[config.mk]
export PLATFORM = sky130hd
export DESIGN_NAME = boot_slot_priority_chooser
export DESIGN_NICKNAME = d
export VERILOG_FILES = /design/src/rtl/bspc_pkg.sv /design/src/rtl/bspc_ctrl.sv /design/src/rtl/bspc_dpath.sv /design/src/rtl/boot_slot_priority_chooser.sv
export SDC_FILE = /design/constraint.sdc
export NUM_CORES = 1
export LEC_CHECK = 0
export CAP_MARGIN = 20
export CORE_ASPECT_RATIO = 1.1
export CORE_MARGIN = 1
export CORE_UTILIZATION = 40
export DETAILED_ROUTE_END_ITERATION = 8
export DONT_BUFFER_PORTS = 1
export MAX_ROUTING_LAYER = met4
export PLACE_DENSITY = 0.62
export SETUP_SLACK_MARGIN = 0.5
export SYNTH_ARGS = -nofsm -noshare
export SYNTH_HDL_FRONTEND = slang
export SYNTH_SLANG_ARGS = --single-unit
[constraint.sdc]
create_clock -name clk -period 7.5 [get_ports clk]
set_input_delay 0.75 -clock clk [delete_from_list [all_inputs] [get_ports clk]]
set_output_delay 0.75 -clock clk [all_outputs]
set_load 0.02 [all_outputs]
[src/rtl/bspc_pkg.sv]
// Types, codes and constants of the boot slot priority chooser.
`timescale 1ns / 1ps
`default_nettype none
package bspc_pkg;

    localparam int NUM_TARGETS = 8;
    localparam int IDX_W       = (NUM_TARGETS > 1) ? $clog2(NUM_TARGETS) : 1;
    localparam int KIND_W      = 3;
    localparam int ID_W        = 4;
    localparam int VAL_W       = 8;
    localparam int STATUS_W    = 2;
    localparam int CFG_IDX_W   = 2;

    typedef enum logic [KIND_W-1:0] {
        KIND_LOAD         = 3'd0,
        KIND_START        = 3'd1,
        KIND_CHOOSE       = 3'd2,
        KIND_SET_ATTEMPTS = 3'd3,
        KIND_SET_PRIORITY = 3'd4,
        KIND_QUERY        = 3'd5
    } kind_t;

    typedef enum logic [STATUS_W-1:0] {
        STS_OK           = 2'd0,
        STS_NO_TARGET    = 2'd1,
        STS_BAD_ID       = 2'd2,
        STS_UNKNOWN_LAST = 2'd3
    } status_t;

    typedef enum logic [CFG_IDX_W-1:0] {
        CFG_DISABLE_ON_ZERO  = 2'd0,
        CFG_ATT_ON_POWER_ON  = 2'd1,
        CFG_ATT_ALL_ZERO     = 2'd2,
        CFG_PRIO_ALL_ZERO    = 2'd3
    } cfg_reg_t;

    typedef struct packed {
        logic [KIND_W-1:0] kind;
        logic [ID_W-1:0]   target_id;
        logic [VAL_W-1:0]  priority_req;
        logic [VAL_W-1:0]  attempts;
        logic [VAL_W-1:0]  base_priority;
        logic [VAL_W-1:0]  base_attempts;
        logic              use_default;
        logic              power_on_reset;
        logic              last_boot_ok;
    } req_t;

    typedef struct packed {
        logic [STATUS_W-1:0] status;
        logic [ID_W-1:0]     result_id;
        logic [VAL_W-1:0]    result_priority;
        logic [VAL_W-1:0]    result_attempts;
    } rsp_t;

    typedef enum logic [3:0] {
        S_IDLE,
        S_LOAD,
        S_SET,
        S_START,
        S_SCAN_PRIO,
        S_RESTORE,
        S_FINISH,
        S_SEEK,
        S_DECR,
        S_RESP
    } state_t;

    typedef enum logic [3:0] {
        OP_NONE,
        OP_CAPTURE,
        OP_LOAD,
        OP_SET,
        OP_START,
        OP_SCAN_PRIO,
        OP_RESTORE,
        OP_FINISH,
        OP_SEEK,
        OP_DECR,
        OP_RESPOND
    } dp_op_t;

    typedef struct packed {
        dp_op_t op;
        logic   out_load;
    } cmd_t;

    typedef struct packed {
        logic any_present;
        logic walk_last;
    } sts_t;

endpackage
`default_nettype wire

[src/rtl/bspc_ctrl.sv]
// Sequencer of the boot slot chooser: walks the table passes and runs the handshakes.
`timescale 1ns / 1ps
`default_nettype none
module bspc_ctrl
(
    input  wire logic                        clk,
    input  wire logic                        rst_n,
    input  wire logic                        req_valid,
    input  wire logic [bspc_pkg::KIND_W-1:0] req_kind,
    output      logic                        req_ready,
    output      logic                        rsp_valid,
    input  wire logic                        rsp_ready,
    output      bspc_pkg::cmd_t              cmd,
    input  wire bspc_pkg::sts_t              sts
);

    bspc_pkg::state_t state_reg;
    bspc_pkg::state_t state_next;
    logic             rsp_valid_reg;
    logic             rsp_valid_next;
    logic             out_free;

    assign out_free  = !rsp_valid_reg || rsp_ready;
    assign req_ready = (state_reg == bspc_pkg::S_IDLE);
    assign rsp_valid = rsp_valid_reg;

    always_comb
    begin
        state_next = state_reg;
        case (state_reg)
            bspc_pkg::S_IDLE:
            begin
                if (req_valid)
                begin
                    case (bspc_pkg::kind_t'(req_kind))
                        bspc_pkg::KIND_LOAD:         state_next = bspc_pkg::S_LOAD;
                        bspc_pkg::KIND_START:        state_next = bspc_pkg::S_START;
                        bspc_pkg::KIND_CHOOSE:       state_next = bspc_pkg::S_SEEK;
                        bspc_pkg::KIND_SET_ATTEMPTS: state_next = bspc_pkg::S_SET;
                        bspc_pkg::KIND_SET_PRIORITY: state_next = bspc_pkg::S_SET;
                        bspc_pkg::KIND_QUERY:        state_next = bspc_pkg::S_SET;
                        default:                     state_next = bspc_pkg::S_RESP;
                    endcase
                end
            end
            bspc_pkg::S_LOAD:      state_next = bspc_pkg::S_RESP;
            bspc_pkg::S_SET:       state_next = bspc_pkg::S_RESP;
            bspc_pkg::S_START:
            begin
                state_next = sts.any_present ? bspc_pkg::S_SCAN_PRIO : bspc_pkg::S_RESP;
            end
            bspc_pkg::S_SCAN_PRIO:
            begin
                if (sts.walk_last)
                begin
                    state_next = bspc_pkg::S_RESTORE;
                end
            end
            bspc_pkg::S_RESTORE:
            begin
                if (sts.walk_last)
                begin
                    state_next = bspc_pkg::S_FINISH;
                end
            end
            bspc_pkg::S_FINISH:
            begin
                if (sts.walk_last)
                begin
                    state_next = bspc_pkg::S_RESP;
                end
            end
            bspc_pkg::S_SEEK:
            begin
                if (sts.walk_last)
                begin
                    state_next = bspc_pkg::S_DECR;
                end
            end
            bspc_pkg::S_DECR:      state_next = bspc_pkg::S_RESP;
            bspc_pkg::S_RESP:
            begin
                if (out_free)
                begin
                    state_next = bspc_pkg::S_IDLE;
                end
            end
            default:               state_next = bspc_pkg::S_IDLE;
        endcase
    end

    always_comb
    begin
        cmd.op       = bspc_pkg::OP_NONE;
        cmd.out_load = 1'b0;
        case (state_reg)
            bspc_pkg::S_IDLE:      cmd.op = req_valid ? bspc_pkg::OP_CAPTURE : bspc_pkg::OP_NONE;
            bspc_pkg::S_LOAD:      cmd.op = bspc_pkg::OP_LOAD;
            bspc_pkg::S_SET:       cmd.op = bspc_pkg::OP_SET;
            bspc_pkg::S_START:     cmd.op = bspc_pkg::OP_START;
            bspc_pkg::S_SCAN_PRIO: cmd.op = bspc_pkg::OP_SCAN_PRIO;
            bspc_pkg::S_RESTORE:   cmd.op = bspc_pkg::OP_RESTORE;
            bspc_pkg::S_FINISH:    cmd.op = bspc_pkg::OP_FINISH;
            bspc_pkg::S_SEEK:      cmd.op = bspc_pkg::OP_SEEK;
            bspc_pkg::S_DECR:      cmd.op = bspc_pkg::OP_DECR;
            bspc_pkg::S_RESP:
            begin
                cmd.op       = bspc_pkg::OP_RESPOND;
                cmd.out_load = out_free;
            end
            default:               cmd.op = bspc_pkg::OP_NONE;
        endcase
    end

    // Hold the result until taken; a new one may replace it in the same cycle.
    always_comb
    begin
        rsp_valid_next = rsp_valid_reg;
        if (cmd.out_load)
        begin
            rsp_valid_next = 1'b1;
        end
        else if (rsp_ready)
        begin
            rsp_valid_next = 1'b0;
        end
    end

    always_ff @(posedge clk or negedge rst_n)
    begin
        if (!rst_n)
        begin
            state_reg     <= bspc_pkg::S_IDLE;
            rsp_valid_reg <= 1'b0;
        end
        else
        begin
            state_reg     <= state_next;
            rsp_valid_reg <= rsp_valid_next;
        end
    end

endmodule
`default_nettype wire

[src/rtl/bspc_dpath.sv]
// Datapath of the boot slot chooser: target table, walk pointer, flags and result register.
`timescale 1ns / 1ps
`default_nettype none
module bspc_dpath
(
    input  wire logic                           clk,
    input  wire logic                           rst_n,
    input  wire bspc_pkg::req_t                 req,
    input  wire logic                           cfg_we,
    input  wire logic [bspc_pkg::CFG_IDX_W-1:0] cfg_index,
    input  wire logic                           cfg_data,
    input  wire bspc_pkg::cmd_t                 cmd,
    output      bspc_pkg::sts_t                 sts,
    output      bspc_pkg::rsp_t                 rsp
);

    localparam int N  = bspc_pkg::NUM_TARGETS;
    localparam int IW = bspc_pkg::IDX_W;
    localparam int DW = bspc_pkg::ID_W;
    localparam int VW = bspc_pkg::VAL_W;

    // Target table
    logic [N-1:0]  present_reg;
    logic [VW-1:0] prio_reg     [N];
    logic [VW-1:0] att_reg      [N];
    logic [VW-1:0] dflt_prio_reg[N];
    logic [VW-1:0] dflt_att_reg [N];
    logic [VW-1:0] key_reg      [N];

    // Configuration
    logic cfg_dis_zero_reg;
    logic cfg_att_po_reg;
    logic cfg_att_zero_reg;
    logic cfg_prio_zero_reg;

    logic                          power_on_done_reg, power_on_done_next;
    bspc_pkg::req_t                item_reg, item_next;
    logic [IW-1:0]                 ptr_reg, ptr_next;
    logic [IW-1:0]                 best_idx_reg, best_idx_next;
    logic [VW-1:0]                 best_key_reg, best_key_next;
    logic                          found_reg, found_next;
    logic                          prio_nz_reg, prio_nz_next;
    logic                          att_nz_reg, att_nz_next;
    logic [bspc_pkg::STATUS_W-1:0] res_status_reg, res_status_next;
    logic                          res_none_reg, res_none_next;
    logic [IW-1:0]                 sel_reg, sel_next;
    bspc_pkg::rsp_t                rsp_reg, rsp_next;

    // Single write port into the table
    logic          wr_en;
    logic          ld_en;
    logic [IW-1:0] wr_idx;
    logic [VW-1:0] wr_prio;
    logic [VW-1:0] wr_att;

    logic [DW-1:0] id;
    logic          in_range;
    logic [IW-1:0] slot;
    logic          slot_present;
    logic [IW-1:0] rd_idx;
    logic          rd_present;
    logic [VW-1:0] rd_prio;
    logic [VW-1:0] rd_att;
    logic [VW-1:0] rd_dprio;
    logic [VW-1:0] rd_datt;
    logic [VW-1:0] rd_key;
    logic          walk_last;
    logic          restore_po;
    logic          prio_reset;
    logic [VW-1:0] p1, a1, a2, p2;
    logic          cand;

    assign id           = item_reg.target_id;
    assign in_range     = (id != '0) && (id <= DW'(N));
    assign slot         = IW'(id - DW'(1));
    assign slot_present = in_range && present_reg[slot];
    assign walk_last    = (ptr_reg == IW'(N - 1));
    assign restore_po   = cfg_att_po_reg && item_reg.power_on_reset && !power_on_done_reg;
    assign prio_reset   = cfg_prio_zero_reg && !prio_nz_reg;

    always_comb
    begin
        case (cmd.op)
            bspc_pkg::OP_LOAD:    rd_idx = slot;
            bspc_pkg::OP_SET:     rd_idx = slot;
            bspc_pkg::OP_DECR:    rd_idx = best_idx_reg;
            bspc_pkg::OP_RESPOND: rd_idx = sel_reg;
            default:              rd_idx = ptr_reg;
        endcase
    end

    assign rd_present = present_reg[rd_idx];
    assign rd_prio    = prio_reg[rd_idx];
    assign rd_att     = att_reg[rd_idx];
    assign rd_dprio   = dflt_prio_reg[rd_idx];
    assign rd_datt    = dflt_att_reg[rd_idx];
    assign rd_key     = key_reg[rd_idx];

    assign sts.any_present = |present_reg;
    assign sts.walk_last   = walk_last;
    assign rsp             = rsp_reg;

    // Per-entry values of the start passes
    always_comb
    begin
        p1 = (prio_reset && rd_present) ? rd_dprio : rd_prio;
        a1 = (restore_po && rd_present && (p1 != '0)) ? rd_datt : rd_att;
        a2 = (cfg_att_zero_reg && !att_nz_reg && rd_present && (rd_prio != '0))
             ? rd_datt : rd_att;
        if (slot_present && item_reg.last_boot_ok && (ptr_reg == slot))
        begin
            a2 = rd_datt;
        end
        p2   = (cfg_dis_zero_reg && rd_present && (a2 == '0)) ? '0 : rd_prio;
        cand = rd_present && (rd_prio != '0) && (rd_att != '0);
    end

    always_comb
    begin
        item_next          = item_reg;
        ptr_next           = ptr_reg;
        best_idx_next      = best_idx_reg;
        best_key_next      = best_key_reg;
        found_next         = found_reg;
        prio_nz_next       = prio_nz_reg;
        att_nz_next        = att_nz_reg;
        res_status_next    = res_status_reg;
        res_none_next      = res_none_reg;
        sel_next           = sel_reg;
        power_on_done_next = power_on_done_reg;
        rsp_next           = rsp_reg;
        wr_en              = 1'b0;
        ld_en              = 1'b0;
        wr_idx             = rd_idx;
        wr_prio            = rd_prio;
        wr_att             = rd_att;

        case (cmd.op)
            bspc_pkg::OP_CAPTURE:
            begin
                item_next       = req;
                ptr_next        = '0;
                found_next      = 1'b0;
                prio_nz_next    = 1'b0;
                att_nz_next     = 1'b0;
                res_status_next = bspc_pkg::STS_BAD_ID;
                res_none_next   = 1'b1;
                sel_next        = '0;
            end
            bspc_pkg::OP_LOAD:
            begin
                if (in_range)
                begin
                    wr_en           = 1'b1;
                    ld_en           = 1'b1;
                    wr_prio         = item_reg.priority_req;
                    wr_att          = (item_reg.priority_req != '0) ? item_reg.attempts : '0;
                    res_status_next = bspc_pkg::STS_OK;
                    res_none_next   = 1'b0;
                    sel_next        = slot;
                end
            end
            bspc_pkg::OP_SET:
            begin
                if (slot_present)
                begin
                    res_status_next = bspc_pkg::STS_OK;
                    res_none_next   = 1'b0;
                    sel_next        = slot;
                    case (bspc_pkg::kind_t'(item_reg.kind))
                        bspc_pkg::KIND_SET_ATTEMPTS:
                        begin
                            wr_en  = 1'b1;
                            wr_att = item_reg.use_default ? rd_datt : item_reg.attempts;
                        end
                        bspc_pkg::KIND_SET_PRIORITY:
                        begin
                            wr_en   = 1'b1;
                            wr_prio = item_reg.use_default ? rd_dprio : item_reg.priority_req;
                        end
                        default:
                        begin
                            wr_en = 1'b0;
                        end
                    endcase
                end
            end
            bspc_pkg::OP_START:
            begin
                if (!sts.any_present)
                begin
                    res_status_next = bspc_pkg::STS_NO_TARGET;
                    res_none_next   = 1'b1;
                end
            end
            bspc_pkg::OP_SCAN_PRIO:
            begin
                prio_nz_next = prio_nz_reg || (rd_present && (rd_prio != '0));
                ptr_next     = walk_last ? '0 : ptr_reg + IW'(1);
            end
            bspc_pkg::OP_RESTORE:
            begin
                wr_en       = rd_present;
                wr_prio     = p1;
                wr_att      = a1;
                att_nz_next = att_nz_reg || (rd_present && (a1 != '0));
                ptr_next    = walk_last ? '0 : ptr_reg + IW'(1);
                // Power-on restore happens once until reset
                if (walk_last && restore_po)
                begin
                    power_on_done_next = 1'b1;
                end
            end
            bspc_pkg::OP_FINISH:
            begin
                wr_en    = rd_present;
                wr_prio  = p2;
                wr_att   = a2;
                ptr_next = walk_last ? '0 : ptr_reg + IW'(1);
                if (walk_last)
                begin
                    sel_next = slot;
                    if ((id != '0) && !slot_present)
                    begin
                        res_status_next = bspc_pkg::STS_UNKNOWN_LAST;
                        res_none_next   = 1'b1;
                    end
                    else
                    begin
                        res_status_next = bspc_pkg::STS_OK;
                        res_none_next   = !slot_present;
                    end
                end
            end
            bspc_pkg::OP_SEEK:
            begin
                // Strictly greater key wins, so ties keep the lower id
                if (cand && (!found_reg || (rd_key > best_key_reg)))
                begin
                    found_next    = 1'b1;
                    best_idx_next = ptr_reg;
                    best_key_next = rd_key;
                end
                ptr_next = walk_last ? '0 : ptr_reg + IW'(1);
            end
            bspc_pkg::OP_DECR:
            begin
                if (found_reg)
                begin
                    wr_en           = 1'b1;
                    wr_att          = rd_att - VW'(1);
                    res_status_next = bspc_pkg::STS_OK;
                    res_none_next   = 1'b0;
                    sel_next        = best_idx_reg;
                end
                else
                begin
                    res_status_next = bspc_pkg::STS_NO_TARGET;
                    res_none_next   = 1'b1;
                end
            end
            bspc_pkg::OP_RESPOND:
            begin
                if (cmd.out_load)
                begin
                    rsp_next.status = res_status_reg;
                    if (res_none_reg)
                    begin
                        rsp_next.result_id       = '0;
                        rsp_next.result_priority = '0;
                        rsp_next.result_attempts = '0;
                    end
                    else
                    begin
                        rsp_next.result_id       = DW'(sel_reg) + DW'(1);
                        rsp_next.result_priority = rd_prio;
                        rsp_next.result_attempts = rd_att;
                    end
                end
            end
            default:
            begin
                wr_en = 1'b0;
            end
        endcase
    end

    always_ff @(posedge clk or negedge rst_n)
    begin
        if (!rst_n)
        begin
            present_reg       <= '0;
            power_on_done_reg <= 1'b0;
            cfg_dis_zero_reg  <= 1'b0;
            cfg_att_po_reg    <= 1'b0;
            cfg_att_zero_reg  <= 1'b0;
            cfg_prio_zero_reg <= 1'b0;
            ptr_reg           <= '0;
            found_reg         <= 1'b0;
            prio_nz_reg       <= 1'b0;
            att_nz_reg        <= 1'b0;
            res_status_reg    <= bspc_pkg::STS_OK;
            res_none_reg      <= 1'b1;
            sel_reg           <= '0;
            best_idx_reg      <= '0;
        end
        else
        begin
            if (ld_en)
            begin
                present_reg[wr_idx] <= 1'b1;
            end
            if (cfg_we)
            begin
                case (bspc_pkg::cfg_reg_t'(cfg_index))
                    bspc_pkg::CFG_DISABLE_ON_ZERO: cfg_dis_zero_reg  <= cfg_data;
                    bspc_pkg::CFG_ATT_ON_POWER_ON: cfg_att_po_reg    <= cfg_data;
                    bspc_pkg::CFG_ATT_ALL_ZERO:    cfg_att_zero_reg  <= cfg_data;
                    bspc_pkg::CFG_PRIO_ALL_ZERO:   cfg_prio_zero_reg <= cfg_data;
                    default:                       cfg_dis_zero_reg  <= cfg_dis_zero_reg;
                endcase
            end
            power_on_done_reg <= power_on_done_next;
            ptr_reg           <= ptr_next;
            found_reg         <= found_next;
            prio_nz_reg       <= prio_nz_next;
            att_nz_reg        <= att_nz_next;
            res_status_reg    <= res_status_next;
            res_none_reg      <= res_none_next;
            sel_reg           <= sel_next;
            best_idx_reg      <= best_idx_next;
        end
    end

    always_ff @(posedge clk)
    begin
        item_reg     <= item_next;
        best_key_reg <= best_key_next;
        rsp_reg      <= rsp_next;
        for (int i = 0; i < N; i++)
        begin
            if (wr_en && (wr_idx == IW'(i)))
            begin
                prio_reg[i] <= wr_prio;
                att_reg[i]  <= wr_att;
            end
            if (ld_en && (wr_idx == IW'(i)))
            begin
                dflt_prio_reg[i] <= item_reg.base_priority;
                dflt_att_reg[i]  <= item_reg.base_attempts;
                key_reg[i]       <= item_reg.priority_req;
            end
        end
    end

endmodule
`default_nettype wire

[src/rtl/boot_slot_priority_chooser.sv]
// Top level of the boot slot priority chooser.
//
// Requests arrive on req (valid/ready) and each produces exactly one
// response transaction on rsp (valid/ready). Configuration bits are written
// through cfg_we/cfg_index/cfg_data while no request is in flight; the user
// must keep to this, as the block itself does not enforce it.
// One request is worked at a time; req_ready is high only while idle.
// After acceptance, an unused kind goes straight to the response; load,
// set and query make one table access and then respond; choose walks the
// table (one entry per cycle over NUM_TARGETS entries) and then decrements
// the attempts of the target it picks; start walks it in a priority scan,
// a restore and a finish pass, or goes straight to the response on an
// empty table.
// The next request can be taken in the cycle after the response is registered.
// The response sits in an output register: a stalled receiver holds it
// there while the next request is accepted and worked; that request's
// response waits until the register is free.
// Reset (rst_n low, asynchronous) empties the table, clears the power-on
// flag and configuration, and drops any pending response.
`timescale 1ns / 1ps
`default_nettype none
module boot_slot_priority_chooser
(
    input  wire logic                           clk,
    input  wire logic                           rst_n,
    input  wire logic                           req_valid,
    output      logic                           req_ready,
    input  wire bspc_pkg::req_t                 req,
    output      logic                           rsp_valid,
    input  wire logic                           rsp_ready,
    output      bspc_pkg::rsp_t                 rsp,
    input  wire logic                           cfg_we,
    input  wire logic [bspc_pkg::CFG_IDX_W-1:0] cfg_index,
    input  wire logic                           cfg_data
);

    bspc_pkg::cmd_t cmd;
    bspc_pkg::sts_t sts;

    bspc_ctrl u_ctrl
    (
        .clk       (clk),
        .rst_n     (rst_n),
        .req_valid (req_valid),
        .req_kind  (req.kind),
        .req_ready (req_ready),
        .rsp_valid (rsp_valid),
        .rsp_ready (rsp_ready),
        .cmd       (cmd),
        .sts       (sts)
    );

    bspc_dpath u_dpath
    (
        .clk       (clk),
        .rst_n     (rst_n),
        .req       (req),
        .cfg_we    (cfg_we),
        .cfg_index (cfg_index),
        .cfg_data  (cfg_data),
        .cmd       (cmd),
        .sts       (sts),
        .rsp       (rsp)
    );

endmodule
`default_nettype wire

==> flow_summary.toml <==
[timing]
setup-violations-final = 0
clock_skew_ps = 23.38
fmax_mhz = 174.0
rsz0062_at_grt = "false"
min_period_ps = 5748
min_period_over_period_pct = 76.64
worst_slew_pin_slew_ps = 1060
slew_headroom_pct = 29.30
fin_tns_setup_ps = 0
final_hold_viol_count = 0
maxSlewViolCount = 0

[power]
p_leak_nw = 7.176
total_power_mw = 10.96
peakVddDrop_uv = 284.3
power.density_nw_per_um2 = 526.6

[cts]
cts_resized = 0
cts_setup_buffers = 0
cts_sinks = 425
clkTransAtPathRegs_ps = 60
cts_root_buf = "clkbuf_16"
numCtsBuffers = 45
hold_buffers = 2
clk_latency_ps = 580
cts_max_level = 2
clock_path_buffers = 3
cts_tree = "built"

[global_route]
grtUsageTotal_pct = 21.71
grt_pass1_vias = 11686
grt_max_degree = 61
overflow = 0
grt_first_pass_wirelength_mm = 74.89
antenna_found_initial = 1

[floorplanning]
die_y_um = 228.8
die_w_um = 208.2
start_util_pct = 40.79
die-area_sq_um = 47630
num_rows = 82
io_pins = 74
core_sq_um = 45860

[synthesis]
synth_edf_count = 392
yosys.cell_types.count = 95
postSynthCellCount = 1386
synth_flop_cell = "edfxtp_1"
syn_avg_cell_area_sq_um = 13.50
postSynthRegisterBits = 425
synth-seq-area-share_pct = 67.35
synth_nets = 1449
syn-cell-area_sq_um = 18710
yosys_warnings = 0
synthArstFlopShare_pct = 7.765

[worst_setup_path]
slowest_stage = "dfrtp_1"
setup.worst_path.end_class = "register"
worstSetupStartpoint = "u_ctrl.state_reg[0]"
startpoint_type = "register"
worstPathArrival_ps = 6000
cp_num_buf_inv = 1
rr_worst_depth = 11
rrSetupSlack_ps = 1750
crit_type = "register to register"
r2r_start = "u_ctrl.state_reg[0]"
slowest_delay_ps = 820
critPathCapture = "u_dpath.att_reg[3][2]"
cp.depth = 11
required_ps = 7750
cp_max_fo = 60
path_delay_family = "compound AO/OA/AOI/OAI gates"
r2r-end = "u_dpath.att_reg[3][2]"
path_cells = "xor2_2 -> a21oi_1 -> a21o_4 -> buf_4 -> mux4_2 -> o22a_1 -> nor4_1 -> nand4_1 -> nand2_1 -> o21ai_0 -> a221oi_1"

[placed_design]
io_buffer_count = 0
globalplace.congestion = 0.9676
hpwl_mm = 31.79

[cells_and_area]
antenna_cells = 0
area_growth_pct = 11.28
final_nets = 1453
layout-drive-gt1-share_pct = 12.97

[drt]
dr.pass1.iters = 5
wl_mm = 49.84
viasPerCell = 5.925
ant_nets = 0
drtIter0Drc = 1312
num_vias = 11933
post_drt_wl_per_cell_um = 24.75
drc = 0

[status]
status = "completed"

[min_path]
hold_class = "primary input to async pin"

[flow_run]
maxCapViolCount = 0
==> placed cells by master, fill, tap and decap left out, types with 22 or more instances in the layout <==
cell type and n:
clkbuf_16 46, edfxtp_1 392, a211oi_1 24, a2111oi_0 27, buf_4 35, mux2i_1 40
a21oi_1 57, nand2_1 205, nor2_1 68, nand3_1 79, dfrtp_1 32, o21ai_0 40
and3_1 39, inv_1 22
==> through the flow <==
stage | instance area (sq um) | utilization [%] | instances | hold WS [ps] | setup slack (ps)
3_5_place_dp | 19280 | 42.04 | 1929 | 444.1 | 1861
6_report | 20820 | 45.39 | 2014 | 32.16 | 1752
2_1_floorplan | 18710 | - | 1386 | 419.4 | 2851
3_3_place_gp | 19270 | 42.03 | 1928 | 440.5 | 2020
5_1_grt | 20820 | 45.39 | 2014 | 4.350 | 1452
4_1_cts | 20820 | 45.39 | 2014 | 2.823 | 1814
==> how the worst min path moves through the flow <==
stage,end,slack (ps),cells past startpoint
3_5_place_dp,u_dpath.rsp[21],440,0
5_1_grt,u_dpath.res_none_reg,4,0
3_3_place_gp,u_dpath.rsp[21],440,0
4_1_cts,u_dpath.res_none_reg,3,0
2_1_floorplan,u_dpath.rsp[20],420,0
6_report,u_dpath.res_none_reg,30,0
==> layer usage <==
metal	global-route usage (%)	share of wire, %	routed length, um	up-vias
li1	-	-	-	5334
met1	28.05	42	21110	5952
met2	34.08	47	23540	541
met3	3.366	6.7	3320	106
met4	9.282	3.8	1875	0
met5	-	0	0	-
==> power breakdown <==
group / internal, mW / switching [mW] / total [mW]
sequential: 3.49 / 0.340 / 3.83
combinational: 1.55 / 3.32 / 4.86
clock: 1.37 / 0.901 / 2.27
total: 6.40 / 4.56 / 11.0
==> layout make-up <==
| type | count | area [sq um] |
|---|---|---|
| timing repair buffer | 37 | 292.8 |
| fill | 4005 | 25050 |
| clock inverter | 25 | 306.5 |
| tap | 588 | 735.7 |
| clock buffer | 58 | 1196 |
| multi-input combinational | 858 | 5599 |
| inverter | 23 | 86.33 |
| sequential | 425 | 12600 |
==> synth_stat cells, drive strengths merged, types with 4 or more instances <==
cell	count	area share, %
xnor2	4	0.23
xor2	4	0.23
edfxtp	392	63
dfrtp	32	4.3
inv	23	0.46
nand4	11	0.37
a211oi	25	1.0
a21boi	4	0.16
mux4	15	1.8
buf	52	2.0
ha	13	0.87
o22a	4	0.19
or4	6	0.25
a22o	4	0.19
o211ai	8	0.32
nor3b	6	0.27
a2111oi	28	1.3
a31o	4	0.19
o22ai	5	0.17
nor4	8	0.43
o21ai	47	1.3
a32o	5	0.27
a21oi	59	1.6
a21o	8	0.36
nand2b	14	0.47
mux2	17	1.1
a31oi	5	0.17
a32oi	6	0.28
and2	6	0.20
nand2	206	4.1
nor3	15	0.45
a22oi	9	0.43
nor2	77	1.6
clkbuf	28	0.56
a221oi	4	0.25
o221ai	5	0.27
nor2b	12	0.40
and3	39	1.3
nand3	79	2.1
nor4b	6	0.47
mux2i	40	2.1
or2	13	0.45
==> cell families after synthesis <==
logic type	Yosys count	synth area share [%]
xor+xnor	8	0.4549
buf+inv	103	3.037
mux	72	5.010
fa+ha+maj	13	0.8696
compound gates	256	9.846
flops	425	67.35
simple gates	509	13.43
No activity file was read; power rests on OpenSTA's default activity.
